--- config.mk ---
export PLATFORM = sky130hd
export DESIGN_NAME = hamming_29_24_codec_core
export DESIGN_NICKNAME = d
export VERILOG_FILES = /design/src/rtl/ham2924_pkg.sv /design/src/rtl/hamming_29_24_codec_core.sv
export VERILOG_INCLUDE_DIRS = /design/src /design/src/rtl
export SDC_FILE = /design/constraint.sdc
export NUM_CORES = 1
export LEC_CHECK = 0
export ABC_AREA = 1
export BUFFER_PORTS_ARGS = -buffer_cell sky130_fd_sc_hd__clkbuf_2
export CAP_MARGIN = 20
export CORE_MARGIN = 8
export CORE_UTILIZATION = 52
export DETAILED_ROUTE_END_ITERATION = 10
export GPL_TIMING_DRIVEN = 0
export PLACE_DENSITY = 0.77
export SLEW_MARGIN = 5
export SYNTH_ARGS = -nofsm -noshare
export SYNTH_HDL_FRONTEND = slang
export SYNTH_SLANG_ARGS = --single-unit
--- constraint.sdc ---
create_clock -name aclk -period 2.6 [get_ports aclk]
set_input_delay 0 -clock aclk [delete_from_list [all_inputs] [get_ports aclk]]
set_output_delay 0 -clock aclk [all_outputs]
set_load 0.1 [all_outputs]
--- src/rtl/hamming_29_24_codec_core_assert.svh ---
// Assertion helpers for the Hamming (29,24) codec core.
`ifndef HAMMING_29_24_CODEC_CORE_ASSERT_SVH
`define HAMMING_29_24_CODEC_CORE_ASSERT_SVH

// Same-cycle implication, checked outside reset.
`define HAM_ASSERT_NOW(label, clk, rstn, ante, cons, msg) \
    label: assert property (@(posedge clk) disable iff (!(rstn)) (ante) |-> (cons)) \
        else $error(msg);

// Next-cycle implication, checked outside reset.
`define HAM_ASSERT_NEXT(label, clk, rstn, ante, cons, msg) \
    label: assert property (@(posedge clk) disable iff (!(rstn)) (ante) |=> (cons)) \
        else $error(msg);

`endif

--- src/rtl/ham2924_pkg.sv ---
package ham2924_pkg;

    localparam int WORD_W     = 29;
    localparam int DATA_W     = 24;
    localparam int SYN_W      = 5;
    localparam int NUM_CHECKS = 5;

    localparam logic [SYN_W-1:0] WORD_BITS = 5'd29;

    // Data positions covered by each check bit (check bits themselves excluded)
    localparam logic [NUM_CHECKS-1:0][WORD_W-1:0] CHECK_MASK = '{
        29'h1FFF0000,
        29'h1F807F00,
        29'h18787870,
        29'h06666664,
        29'h15555554
    };

    localparam logic [NUM_CHECKS-1:0][SYN_W-1:0] CHECK_BIT = '{
        5'd15, 5'd7, 5'd3, 5'd1, 5'd0
    };

    typedef enum logic {
        OP_ENCODE = 1'b0,
        OP_DECODE = 1'b1
    } op_t;

    typedef struct packed {
        op_t               operation;
        logic [WORD_W-1:0] word_in;
    } in_t;

    typedef struct packed {
        logic [WORD_W-1:0] word_out;
        logic [SYN_W-1:0]  syndrome;
    } out_t;

endpackage

--- src/rtl/hamming_29_24_codec_core.sv ---
// Hamming (29,24) single-error-correcting codec. Each transaction either
// encodes the low 24 bits of word_in into a 29-bit code word (check bits at
// bits 0, 1, 3, 7 and 15, syndrome reported as zero) or decodes a code word,
// corrects the single bit named by the syndrome and returns the 24 data bits
// with the syndrome; syndromes 30 and 31 leave the data as received, and a
// double error is not detected. One transaction is accepted every cycle while
// the result side does not stall; the input register takes it on acceptance
// and the result register takes it from there, and the result is valid once
// it sits in the result register. A stall on the result side backs up through
// both registers.
`include "hamming_29_24_codec_core_assert.svh"

module hamming_29_24_codec_core (
    input  logic              aclk,
    input  logic              aresetn,
    input  logic              s_valid,
    output logic              s_ready,
    input  ham2924_pkg::in_t  s_data,
    output logic              m_valid,
    input  logic              m_ready,
    output ham2924_pkg::out_t m_data
);
    import ham2924_pkg::*;

    logic s1_valid_reg, s1_valid_next;
    in_t  s1_reg;
    logic out_valid_reg, out_valid_next;
    out_t out_reg;
    out_t out_next;
    logic out_free;

    assign out_free = !out_valid_reg || m_ready;
    assign s_ready  = !s1_valid_reg || out_free;

    always_comb begin
        s1_valid_next  = s1_valid_reg;
        out_valid_next = out_valid_reg;
        if (out_free) begin
            out_valid_next = s1_valid_reg;
        end
        if (s_ready) begin
            s1_valid_next = s_valid;
        end
    end

    always_ff @(posedge aclk) begin
        if (!aresetn) begin
            s1_valid_reg  <= 1'b0;
            out_valid_reg <= 1'b0;
        end else begin
            s1_valid_reg  <= s1_valid_next;
            out_valid_reg <= out_valid_next;
        end
    end

    always_ff @(posedge aclk) begin
        if (s_ready && s_valid) begin
            s1_reg <= s_data;
        end
        if (out_free && s1_valid_reg) begin
            out_reg <= out_next;
        end
    end

    // Codec datapath
    logic [DATA_W-1:0] enc_data;
    logic [WORD_W-1:0] enc_scatter;
    logic [WORD_W-1:0] enc_word;
    logic [WORD_W-1:0] dec_word;
    logic [SYN_W-1:0]  dec_syn;
    logic [WORD_W-1:0] dec_fixed;
    logic [DATA_W-1:0] dec_data;

    always_comb begin
        enc_data              = s1_reg.word_in[DATA_W-1:0];
        enc_scatter           = '0;
        enc_scatter[2]        = enc_data[0];
        enc_scatter[6:4]      = enc_data[3:1];
        enc_scatter[14:8]     = enc_data[10:4];
        enc_scatter[28:16]    = enc_data[23:11];
        enc_word              = enc_scatter;
        for (int k = 0; k < NUM_CHECKS; k++) begin
            enc_word[CHECK_BIT[k]] = ^(enc_scatter & CHECK_MASK[k]);
        end
    end

    always_comb begin
        dec_word = s1_reg.word_in;
        for (int k = 0; k < NUM_CHECKS; k++) begin
            dec_syn[k] = (^(dec_word & CHECK_MASK[k])) ^ dec_word[CHECK_BIT[k]];
        end
        dec_fixed = dec_word;
        // syndromes past the top bit name no position
        if (dec_syn != '0 && dec_syn <= WORD_BITS) begin
            dec_fixed = dec_word ^ (WORD_W'(1) << 5'(dec_syn - 5'd1));
        end
        dec_data[0]     = dec_fixed[2];
        dec_data[3:1]   = dec_fixed[6:4];
        dec_data[10:4]  = dec_fixed[14:8];
        dec_data[23:11] = dec_fixed[28:16];
    end

    always_comb begin
        case (s1_reg.operation)
            OP_ENCODE: begin
                out_next.word_out = enc_word;
                out_next.syndrome = '0;
            end
            OP_DECODE: begin
                out_next.word_out = {{(WORD_W-DATA_W){1'b0}}, dec_data};
                out_next.syndrome = dec_syn;
            end
            default: begin
                out_next.word_out = '0;
                out_next.syndrome = '0;
            end
        endcase
    end

    assign m_valid = out_valid_reg;
    assign m_data  = out_reg;

    `HAM_ASSERT_NOW(a_dec_high_zero, aclk, aresetn,
        m_valid && (m_data.syndrome != '0), m_data.word_out[WORD_W-1:DATA_W] == '0,
        "decode result has high bits set")
    `HAM_ASSERT_NEXT(a_s1_hold, aclk, aresetn,
        s1_valid_reg && !out_free, s1_valid_reg && $stable(s1_reg),
        "input stage changed while stalled")
    `HAM_ASSERT_NEXT(a_s1_advance, aclk, aresetn,
        s1_valid_reg && out_free, m_valid,
        "input stage item lost on advance")

endmodule

==> impl_metrics.csv, run 1 <==
group,metric,value,unit
run_status,outcome,"complete, no violations",
clocking,clock_path_buffers,2,
grt,antenna_found_initial,0,
detailed_routing,drtPass1Iterations,6,
die,die_w,108,um
sta,whs,0.130,ns
critical_path,worstPathRequired,2.69,ns
synthesis,syn_nets,595,
synthesis,synth_mux_area_share,0,%
power,p_int,2.11,mW
sta,max_freq,0.405,GHz
synthesis,yosysSeqAreaShare,44.2,%
placed_design,routabilityCongestion,0.940,
critical_path,path_max_fanout,10,
grt,grt_max_degree,33,
synthesis,syn_area_per_cell,7.90,um2
critical_path,path_common_cell,"nand2_1",
final_layout,nNetsFinal,711,
synthesis,ys_ff_latch,66,
clocking,clkTransAtPathRegs,0.08,ns
grt,grt_pass1_wl,20300,um
clocking,h-tree-depth,3,
critical_path,cp-end-kind,"register",
final_layout,largest_reg_flops,34,
die,ios,70,
synthesis,synth-xor-area-share,8.61,%
synthesis,synthAdderAreaFrac,0,%
sta,finalHoldViolCount,0,
detailed_routing,routed_wirelength,13200,um
synthesis,ys_warn_count,0,
die,core,8260,um2
critical_path,crit_type,"reg2reg",
final_layout,diodes,0,
placed_design,io_buffers,69,
final_layout,design_area,5530,um2
clocking,root_buffer,"clkbuf_8",
power,pwr-share-seq,36.9,%
die,die_h,108,um
detailed_routing,vias_per_cell,5.30,
die,start_util,53.7,%
detailed_routing,antenna_left,0,
critical_path,critical_path.max_stage_delay,0.37,ns
power,clkPwrFrac,25.3,%
job,cap_violations,0,
sta,max_slew_margin,26.5,%
sta,setup_viol,0,
power,p_comb_share,37.8,%
die,dieArea,11700,um2
detailed_routing,wl_per_cell,16.7,um
sta,finalMaxSlewViolations,0,
power,vdd_drop_max,0.350,mV
detailed_routing,drc,0,
critical_path,setup.worst_path.start_class,"register",
placed_design,dpl_cell_area,4950,um2
synthesis,synth_compound_area_share,3.75,%
critical_path,cp_top_family,"simple AND/OR/NAND/NOR gates",
sta,rsz0062_at_grt,"no",
final_layout,final_cells,787,
synthesis,syn_area,4430,um2
critical_path,crit_slowest_cell,"edfxtp_1",
sta,finalCriticalPeriod,2.47,ns
critical_path,path_buf_inv,5,
critical_path,rrSetupSlack,0.13,ns
placed_design,hpwl,9910,um
sta,layout_worst_path_cycle_share,94.9,%
detailed_routing,drt_iter0_drc,330,
worst_hold_path,hold_path.class,"in2reg",
power,switching_power,1.42,mW
clocking,cts_tree,"yes",
clocking,clkLatencyLatePin,0.34,ns
sta,tns,0,ns
sta,finClkSkew,0.00999,ns
critical_path,cp.arrival,2.55,ns
synthesis,ys_types,33,
grt,grt_pass1_vias,3946,
critical_path,path_cells,"buf_4, inv_2, nand2_1, nand2_1, nand2_1, nand2_2, inv_2, nand2_1, nand2_1, nand2_1, nand2_2, buf_8, nand3_1, nand3_2, inv_2, nand3_1, nand3_1, o21ai_1",
clocking,clock_sinks,66,
grt,grt.total_usage,22.5,%
final_layout,area_growth,24.6,%
final_layout,drive_gt1_share,23.2,%
clocking,cts_buffers,9,
power,power_density,638,nW/um2
synthesis,synth_top_family_by_area,"simple AND/OR/NAND/NOR gates",
power,p_leak,2.60,nW
placed_design,place_inst,736,
synthesis,synth_simple_gate_area_share,35.8,%
power,swShare,40.3,%
synthesis,syn-instance-count,561,
sta,tightestPinTransition,1.10,ns
die,num_rows,33,
detailed_routing,via_count,4174,
grt,gr-total-overflow,0,
-- per-layer routing --
metal	routed length, um	GRT usage [%]
met5	0	0
met4	343	8.02
met3	1150	4.64
met2	6340	38.4
met1	5340	27.6
-- cells in the mapped netlist --
| library cell | count | share of area [%] |
|---|---|---|
| o22ai_1 | 1 | 0.14 |
| edfxtp_1 | 64 | 43 |
| xor2_1 | 22 | 4.3 |
| nand3_4 | 2 | 0.79 |
| nand2_8 | 1 | 0.45 |
| or2_1 | 1 | 0.14 |
| xnor2_1 | 16 | 3.2 |
| nand3_1 | 63 | 7.1 |
| buf_4 | 7 | 1.2 |
| o21ai_0 | 6 | 0.68 |
| buf_8 | 1 | 0.34 |
| inv_4 | 2 | 0.28 |
| dfxtp_1 | 2 | 0.90 |
| nand3_2 | 3 | 0.68 |
| nor2_1 | 18 | 1.5 |
| nand3b_1 | 2 | 0.34 |
| a21oi_1 | 11 | 1.2 |
| clkinv_1 | 3 | 0.25 |
| nor2_2 | 6 | 0.85 |
| nand2_4 | 3 | 0.76 |
| buf_6 | 2 | 0.51 |
| nand4_1 | 13 | 1.8 |
| xnor2_2 | 3 | 1.1 |
| nor2_4 | 3 | 0.76 |
| nor3_1 | 1 | 0.11 |
| clkbuf_1 | 3 | 0.25 |
| nor2_8 | 1 | 0.45 |
| inv_2 | 16 | 1.4 |
| inv_1 | 32 | 2.7 |
| nand2_1 | 225 | 19 |
| buf_2 | 6 | 0.68 |
| nand2_2 | 7 | 0.99 |
| o21ai_1 | 15 | 1.7 |
-- layout make-up --
cell class              instances  area [um2]
plain buffers                  19         135
clock buffers                  10         138
clock inverters                 6        65.1
fillers                       679        2730
inverters                      53         204
multi-input cells             423        2180
flip-flops and latches         66        1960
well taps                     105         131
repair buffers                105         713
-- per-stage QoR --
| stage | utilization (%) | power, mW | worst slack [ns] |
|---|---|---|---|
| detailed placement | 59.9 | 2.57 | 0.0674 |
| global placement | 59.6 | 2.55 | 0.0378 |
| floorplan | - | 2.29 | 0.298 |
| global route | 66.9 | 3.66 | 0.00258 |
| CTS | 66.5 | 3.48 | 0.0497 |
| finish | 66.9 | 3.52 | 0.133 |
-- cells by family (layout without fill, tap and decap cells) --
group / count (synthesis) / count (layout)
simple gates: 349 / 349
flops: 66 / 66
buf+inv: 72 / 193
compound gates: 33 / 33
xor+xnor: 41 / 41
-- cells in the final DEF (no fill, tap or decap), types with 3 or more instances in the layout --
cell and instances:
clkbuf_8 10, o21ai_1 15, inv_1 29, nand2_1 224
nor2_4 4, nand3_1 62, clkbuf_1 3, nand3_2 4
edfxtp_1 64, o21ai_0 6, clkinv_1 3, xnor2_1 16
buf_4 7, a21oi_1 10, nand2_2 8, buf_6 3
inv_2 19, nor2_1 18, xor2_1 22, nand2_4 3
clkbuf_2 69, dlygate4sd3_1 34, buf_2 6, nor2_2 5
nand4_1 13
-- worst paths after layout --
kind / from / to / cells after the start
max: dec_word[14] / m_data[22] / 18
min: m_ready / m_data[5] / 3
max reg2reg: dec_word[14] / m_data[22] / 18
min reg2reg: m_valid / m_data[5] / 1
-- power by group through the flow --
stage	registers (mW)	clock network [mW]	logic [mW]
floorplan	1.57	0	0.723
global placement	1.32	0	1.23
detailed placement	1.32	0	1.25
CTS	1.30	0.894	1.29
global route	1.31	0.925	1.43
finish	1.30	0.891	1.33
-- tightest hold or removal path, delay by kind of cell --
family                 cells  cell delay (ns)
buffers and inverters      2             0.20
AOI/OAI and AO/OA          1             0.10
-- what timing repair did --
action	in CTS	in global routing
endpoints found under the hold margin	32	0
buffers inserted	0	1
endpoints found under the setup margin	0	16
hold buffers	34	0
resized for setup	0	8
No activity file was read; power rests on OpenSTA's default activity.
==> run 2, diff against run 1 <==
- PLACE_DENSITY: 0.77 -> 0.75
- SLEW_MARGIN: 5 -> 30
==> impl_metrics.csv, run 2 (synthesis results as in run 1) <==
group,metric,value,unit
run_status,outcome,"complete, no violations",
sta,rsz0062_at_grt,"yes",
detailed_routing,routed_wirelength,13400,um
clocking,cts_tree,"yes",
critical_path,worstPathRequired,2.70,ns
grt,grt_pass1_vias,3992,
clocking,clkLatencyLatePin,0.35,ns
detailed_routing,antenna_left,0,
critical_path,setup.worst_path.start_class,"register",
placed_design,routabilityCongestion,0.930,
power,pwr-share-seq,36.0,%
detailed_routing,vias_per_cell,5.32,
die,dieArea,11700,um2
grt,grt.total_usage,23.1,%
power,p_leak,2.63,nW
critical_path,path_common_cell,"nand2_1",
sta,max_slew_margin,59.4,%
final_layout,final_cell_mix,"nand2_1 (223), clkbuf_2 (69), edfxtp_1 (64), nand3_1 (62), dlygate4sd3_1 (34)",
critical_path,cp_top_family,"simple AND/OR/NAND/NOR gates",
sta,tns,0,ns
clocking,clock_path_buffers,2,
grt,grt_max_degree,31,
clocking,root_buffer,"clkbuf_8",
sta,finalCriticalPeriod,2.51,ns
final_layout,area_growth,25.6,%
critical_path,worstRegToRegCells,16,
grt,gr-total-overflow,0,
critical_path,path_depth,16,
final_layout,final_common_cell,"nand2_1",
placed_design,hpwl,9900,um
power,p_comb_share,37.0,%
die,start_util,53.7,%
detailed_routing,drc,0,
grt,antenna_found_initial,0,
sta,finalHoldViolCount,0,
die,num_rows,33,
die,die_h,108,um
die,ios,70,
sta,layout_worst_path_cycle_share,96.6,%
critical_path,cp.arrival,2.62,ns
power,p_int,2.21,mW
worst_hold_path,hold_depth,3,
power,power_density,647,nW/um2
sta,max_freq,0.398,GHz
final_layout,diodes,0,
clocking,h-tree-depth,3,
detailed_routing,drt_iter0_drc,285,
critical_path,path_max_fanout,10,
die,core,8260,um2
power,swShare,38.8,%
detailed_routing,wl_per_cell,16.9,um
die,die_w,108,um
critical_path,crit_type,"reg2reg",
sta,setup_viol,0,
critical_path,path_cells,"buf_4, xnor2_2, clkinv_1, nand2_1, nand2_1, inv_1, nand2_1, nand2_1, nand2_1, nand2_1, buf_4, nand3_2, nand3_1, nand2_1, nand3_1, nand2_1",
clocking,clock_sinks,66,
critical_path,path_buf_inv,4,
placed_design,io_buffers,69,
final_layout,nNetsFinal,717,
clocking,clkTransAtPathRegs,0.07,ns
final_layout,largest_reg_flops,34,
power,vdd_drop_max,0.359,mV
job,cap_violations,0,
detailed_routing,drtPass1Iterations,5,
final_layout,drive_gt1_share,24.0,%
sta,tightestPinTransition,0.609,ns
clocking,cts_buffers,9,
grt,grt_pass1_wl,20600,um
critical_path,crit_slowest_cell,"edfxtp_1",
sta,finalMaxSlewViolations,0,
detailed_routing,via_count,4218,
critical_path,cp-end-kind,"register",
sta,finClkSkew,0.00638,ns
worst_hold_path,hold_path.class,"in2reg",
critical_path,critical_path.max_stage_delay,0.38,ns
power,switching_power,1.40,mW
sta,whs,0.182,ns
power,clkPwrFrac,27.0,%
-- run 2: layer usage --
metal / part of all wire, % / vias up / global-route usage [%]
li1: - / 2079 / -
met2: 48 / 195 / 38.1
met5: 0 / - / 0
met1: 41 / 1915 / 28.5
met4: 2.9 / 0 / 9.78
met3: 8.4 / 29 / 5.41
-- run 2: cell type report --
type	instances	area, um2
Buffer	19	131
Clock buffer	11	141
Clock inverter	5	77.6
Fill cell	670	2690
Inverter	53	204
Multi-Input combinational cell	423	2170
Sequential cell	66	1960
Tap cell	105	131
Timing Repair Buffer	111	753
-- run 2: worst min-delay path, cell delays in order --
cell and delay [ns]:
clkbuf_2 0.08, inv_1 0.13, a21oi_4 0.14
-- run 2: final timing paths --
| check | startpoint | to | slack (ns) |
|---|---|---|---|
| hold reg to reg | dec_word[9] | m_data[18] | 0.66 |
| setup / recovery | dec_word[21] | m_data[18] | 0.09 |
| setup reg to reg | dec_word[21] | m_data[18] | 0.09 |
| hold / removal | m_ready | m_data[6] | 0.18 |
-- run 2: power by group through the flow --
stage | clock (mW) | combinational, mW | sequential [mW]
6_report | 0.972 | 1.33 | 1.30
2_1_floorplan | 0 | 0.723 | 1.57
3_3_place_gp | 0 | 1.23 | 1.32
4_1_cts | 0.974 | 1.29 | 1.30
5_1_grt | 1.02 | 1.43 | 1.31
3_5_place_dp | 0 | 1.25 | 1.32
-- run 2: repair_timing --
item | in CTS | in global routing
hold endpoints to repair | 32 | 0
endpoints found under the setup margin | 0 | 21
setup buffers | 0 | 7
gates resized for setup | 0 | 8
hold buffers | 34 | 0
-- run 2: stage by stage --
| step | worst slack (ns) | cell area [um2] | power, mW | std cells | util [%] |
|---|---|---|---|---|---|
| detailed placement | 0.0575 | 4940 | 2.57 | 736 | 59.9 |
| global route | -0.0359 | 5570 | 3.75 | 793 | 67.5 |
| finish | 0.0873 | 5570 | 3.61 | 793 | 67.5 |
| global placement | 0.0545 | 4920 | 2.55 | 735 | 59.6 |
| CTS | 0.0369 | 5500 | 3.56 | 786 | 66.6 |
| floorplan | 0.298 | 4440 | 2.29 | 561 | - |
==> run 3, diff against run 2 <==
- CELL_PAD_IN_SITES_DETAIL_PLACEMENT: not set -> 1
- CELL_PAD_IN_SITES_GLOBAL_PLACEMENT: not set -> 1
- CORE_UTILIZATION: 52 -> 38
- PLACE_DENSITY: 0.75 -> 0.74
==> impl_metrics.csv, run 3 (synthesis results as in run 1) <==
group,metric,value,unit
run_status,outcome,"complete, no violations",
critical_path,crit_type,"reg2reg",
sta,max_slew_margin,59.3,%
detailed_routing,via_count,4239,
critical_path,critical_path.max_stage_delay,0.46,ns
job,cap_violations,0,
sta,rsz0062_at_grt,"yes",
die,dieArea,15400,um2
placed_design,dp_slack,-0.00575,ns
sta,setup_viol,0,
critical_path,r2r_end,"m_data[18]",
critical_path,worstPathRequired,2.68,ns
detailed_routing,antenna_left,0,
die,num_rows,39,
placed_design,dpl_cell_area,4990,um2
worst_hold_path,hold_path.class,"in2reg",
critical_path,crit_slowest_cell,"edfxtp_1",
detailed_routing,drtPass1Iterations,4,
sta,finalHoldViolCount,0,
clocking,cts_tree,"yes",
final_layout,largest_reg_flops,34,
critical_path,path_common_cell,"nand2_1",
critical_path,setup.worst_path.start_class,"register",
placed_design,hpwl,11700,um
final_layout,area_growth,29.5,%
power,power_density,648,nW/um2
sta,whs,0.0324,ns
clocking,root_buffer,"clkbuf_16",
critical_path,rrSetupSlack,0.11,ns
sta,finalMaxSlewViolations,0,
power,p_leak,2.68,nW
worst_hold_path,hold_depth,4,
detailed_routing,routed_wirelength,14800,um
worst_hold_path,min_from,"m_ready",
sta,setup_ws,0.112,ns
die,die_h,124,um
clocking,clock_sinks,66,
die,die_w,124,um
die,core,11400,um2
sta,tns,0,ns
critical_path,worstRegToRegCells,16,
grt,grt.total_usage,19.9,%
critical_path,path_max_fanout,10,
critical_path,cp.arrival,2.57,ns
final_layout,nFillCells,1397,
worst_hold_path,min_to,"m_valid",
die,ios,70,
placed_design,routabilityCongestion,0.935,
detailed_routing,vias_per_cell,5.07,
clocking,clkLatencyLatePin,0.34,ns
clocking,clkTransAtPathRegs,0.05,ns
clocking,h-tree-depth,3,
sta,finClkSkew,0.00440,ns
clocking,cts_buffers,9,
detailed_routing,wl_per_cell,17.7,um
critical_path,r2r-start,"dec_word[20]",
critical_path,cp-end-kind,"register",
grt,grt_pass1_wl,23000,um
detailed_routing,drt_iter0_drc,170,
power,vdd_drop_max,0.306,mV
grt,grt_pass1_vias,4462,
final_layout,final-seq-area,1960,um2
final_layout,drive_gt1_share,25.3,%
sta,finalCriticalPeriod,2.49,ns
clocking,clock_path_buffers,2,
final_layout,final_common_cell,"nand2_1",
placed_design,io_buffers,69,
critical_path,path_cells,"buf_4, xnor2_4, clkinv_1, nand2_1, nand2_1, inv_1, nand2_1, nand2_1, nand2_1, nand2_1, buf_4, nand3_2, nand3_1, nand2_1, nand3_1, nand2_1",
grt,gr-total-overflow,0,
grt,grt_max_degree,31,
final_layout,utilization,50.3,%
final_layout,final_cell_mix,"nand2_1 (223), clkbuf_2 (69), edfxtp_1 (64), nand3_1 (61), dlygate4sd3_1 (32)",
detailed_routing,drc,0,
final_layout,multi_input_area,2200,um2
sta,max_freq,0.402,GHz
grt,antenna_found_initial,0,
final_layout,design_area,5740,um2
sta,tightestPinTransition,0.610,ns
final_layout,nNetsFinal,723,
die,start_util,38.8,%
sta,layout_worst_path_cycle_share,95.7,%
final_layout,diodes,0,
run 3: worst max-delay path by stage:
stage,startpoint,endpoint,depth (start not counted)
floorplan,m_valid,dec_word[0],3
global placement,dec_word[10],m_data[21],16
detailed placement,dec_word[28],m_data[21],16
CTS,dec_word[14],m_data[18],16
global route,dec_word[25],m_data[5],17
finish,dec_word[20],m_data[18],16
run 3: area by class of cell:
type / count / share of cell area, %
repair buffers: 117 / 13.8
well taps: 143 / 3.12
plain buffers: 19 / 2.44
multi-input cells: 423 / 38.4
clock inverters: 5 / 0.392
clock buffers: 10 / 3.99
flip-flops and latches: 66 / 34.2
inverters: 53 / 3.64
run 3: layer usage:
| layer | global-route usage, % | vias up | routed length, um |
|---|---|---|---|
| met5 | 0 | - | 0 |
| met4 | 8.92 | 0 | 327 |
| met3 | 2.95 | 20 | 817 |
| met2 | 34.3 | 92 | 7420 |
| met1 | 24.3 | 2043 | 6260 |
| li1 | - | 2084 | - |
run 3: report_power, final:
part           internal [mW]  total (mW)  switching, mW  leakage (nW)
registers               1.26        1.30         0.0413         0.632
logic                  0.398        1.36          0.967          1.92
clock network          0.627        1.05          0.427         0.127
total                   2.28        3.72           1.43          2.68
run 3: worst max-delay path: cells and delay by family (launching register included):
kind / cells / cell delay [ns]
xor gates and xnor gates: 1 / 0.21
buffers and inverters: 4 / 0.59
DFF: 1 / 0.46
and+or+nand+nor: 11 / 0.99
run 3: metrics by stage:
step           power, mW  std cells
3_5_place_dp        2.59        774
2_1_floorplan       2.29        561
4_1_cts             3.69        821
5_1_grt             3.88        836
6_report            3.72        836
3_3_place_gp        2.56        773
run 3: repair_timing:
item                                   4_1_cts  5_1_grt
hold buffers                                32        0
endpoints found under the hold margin       32        0
setup endpoints to repair                    1       24
gates resized for setup                      1       19
setup buffers                                0       15
pin swaps                                    0        1
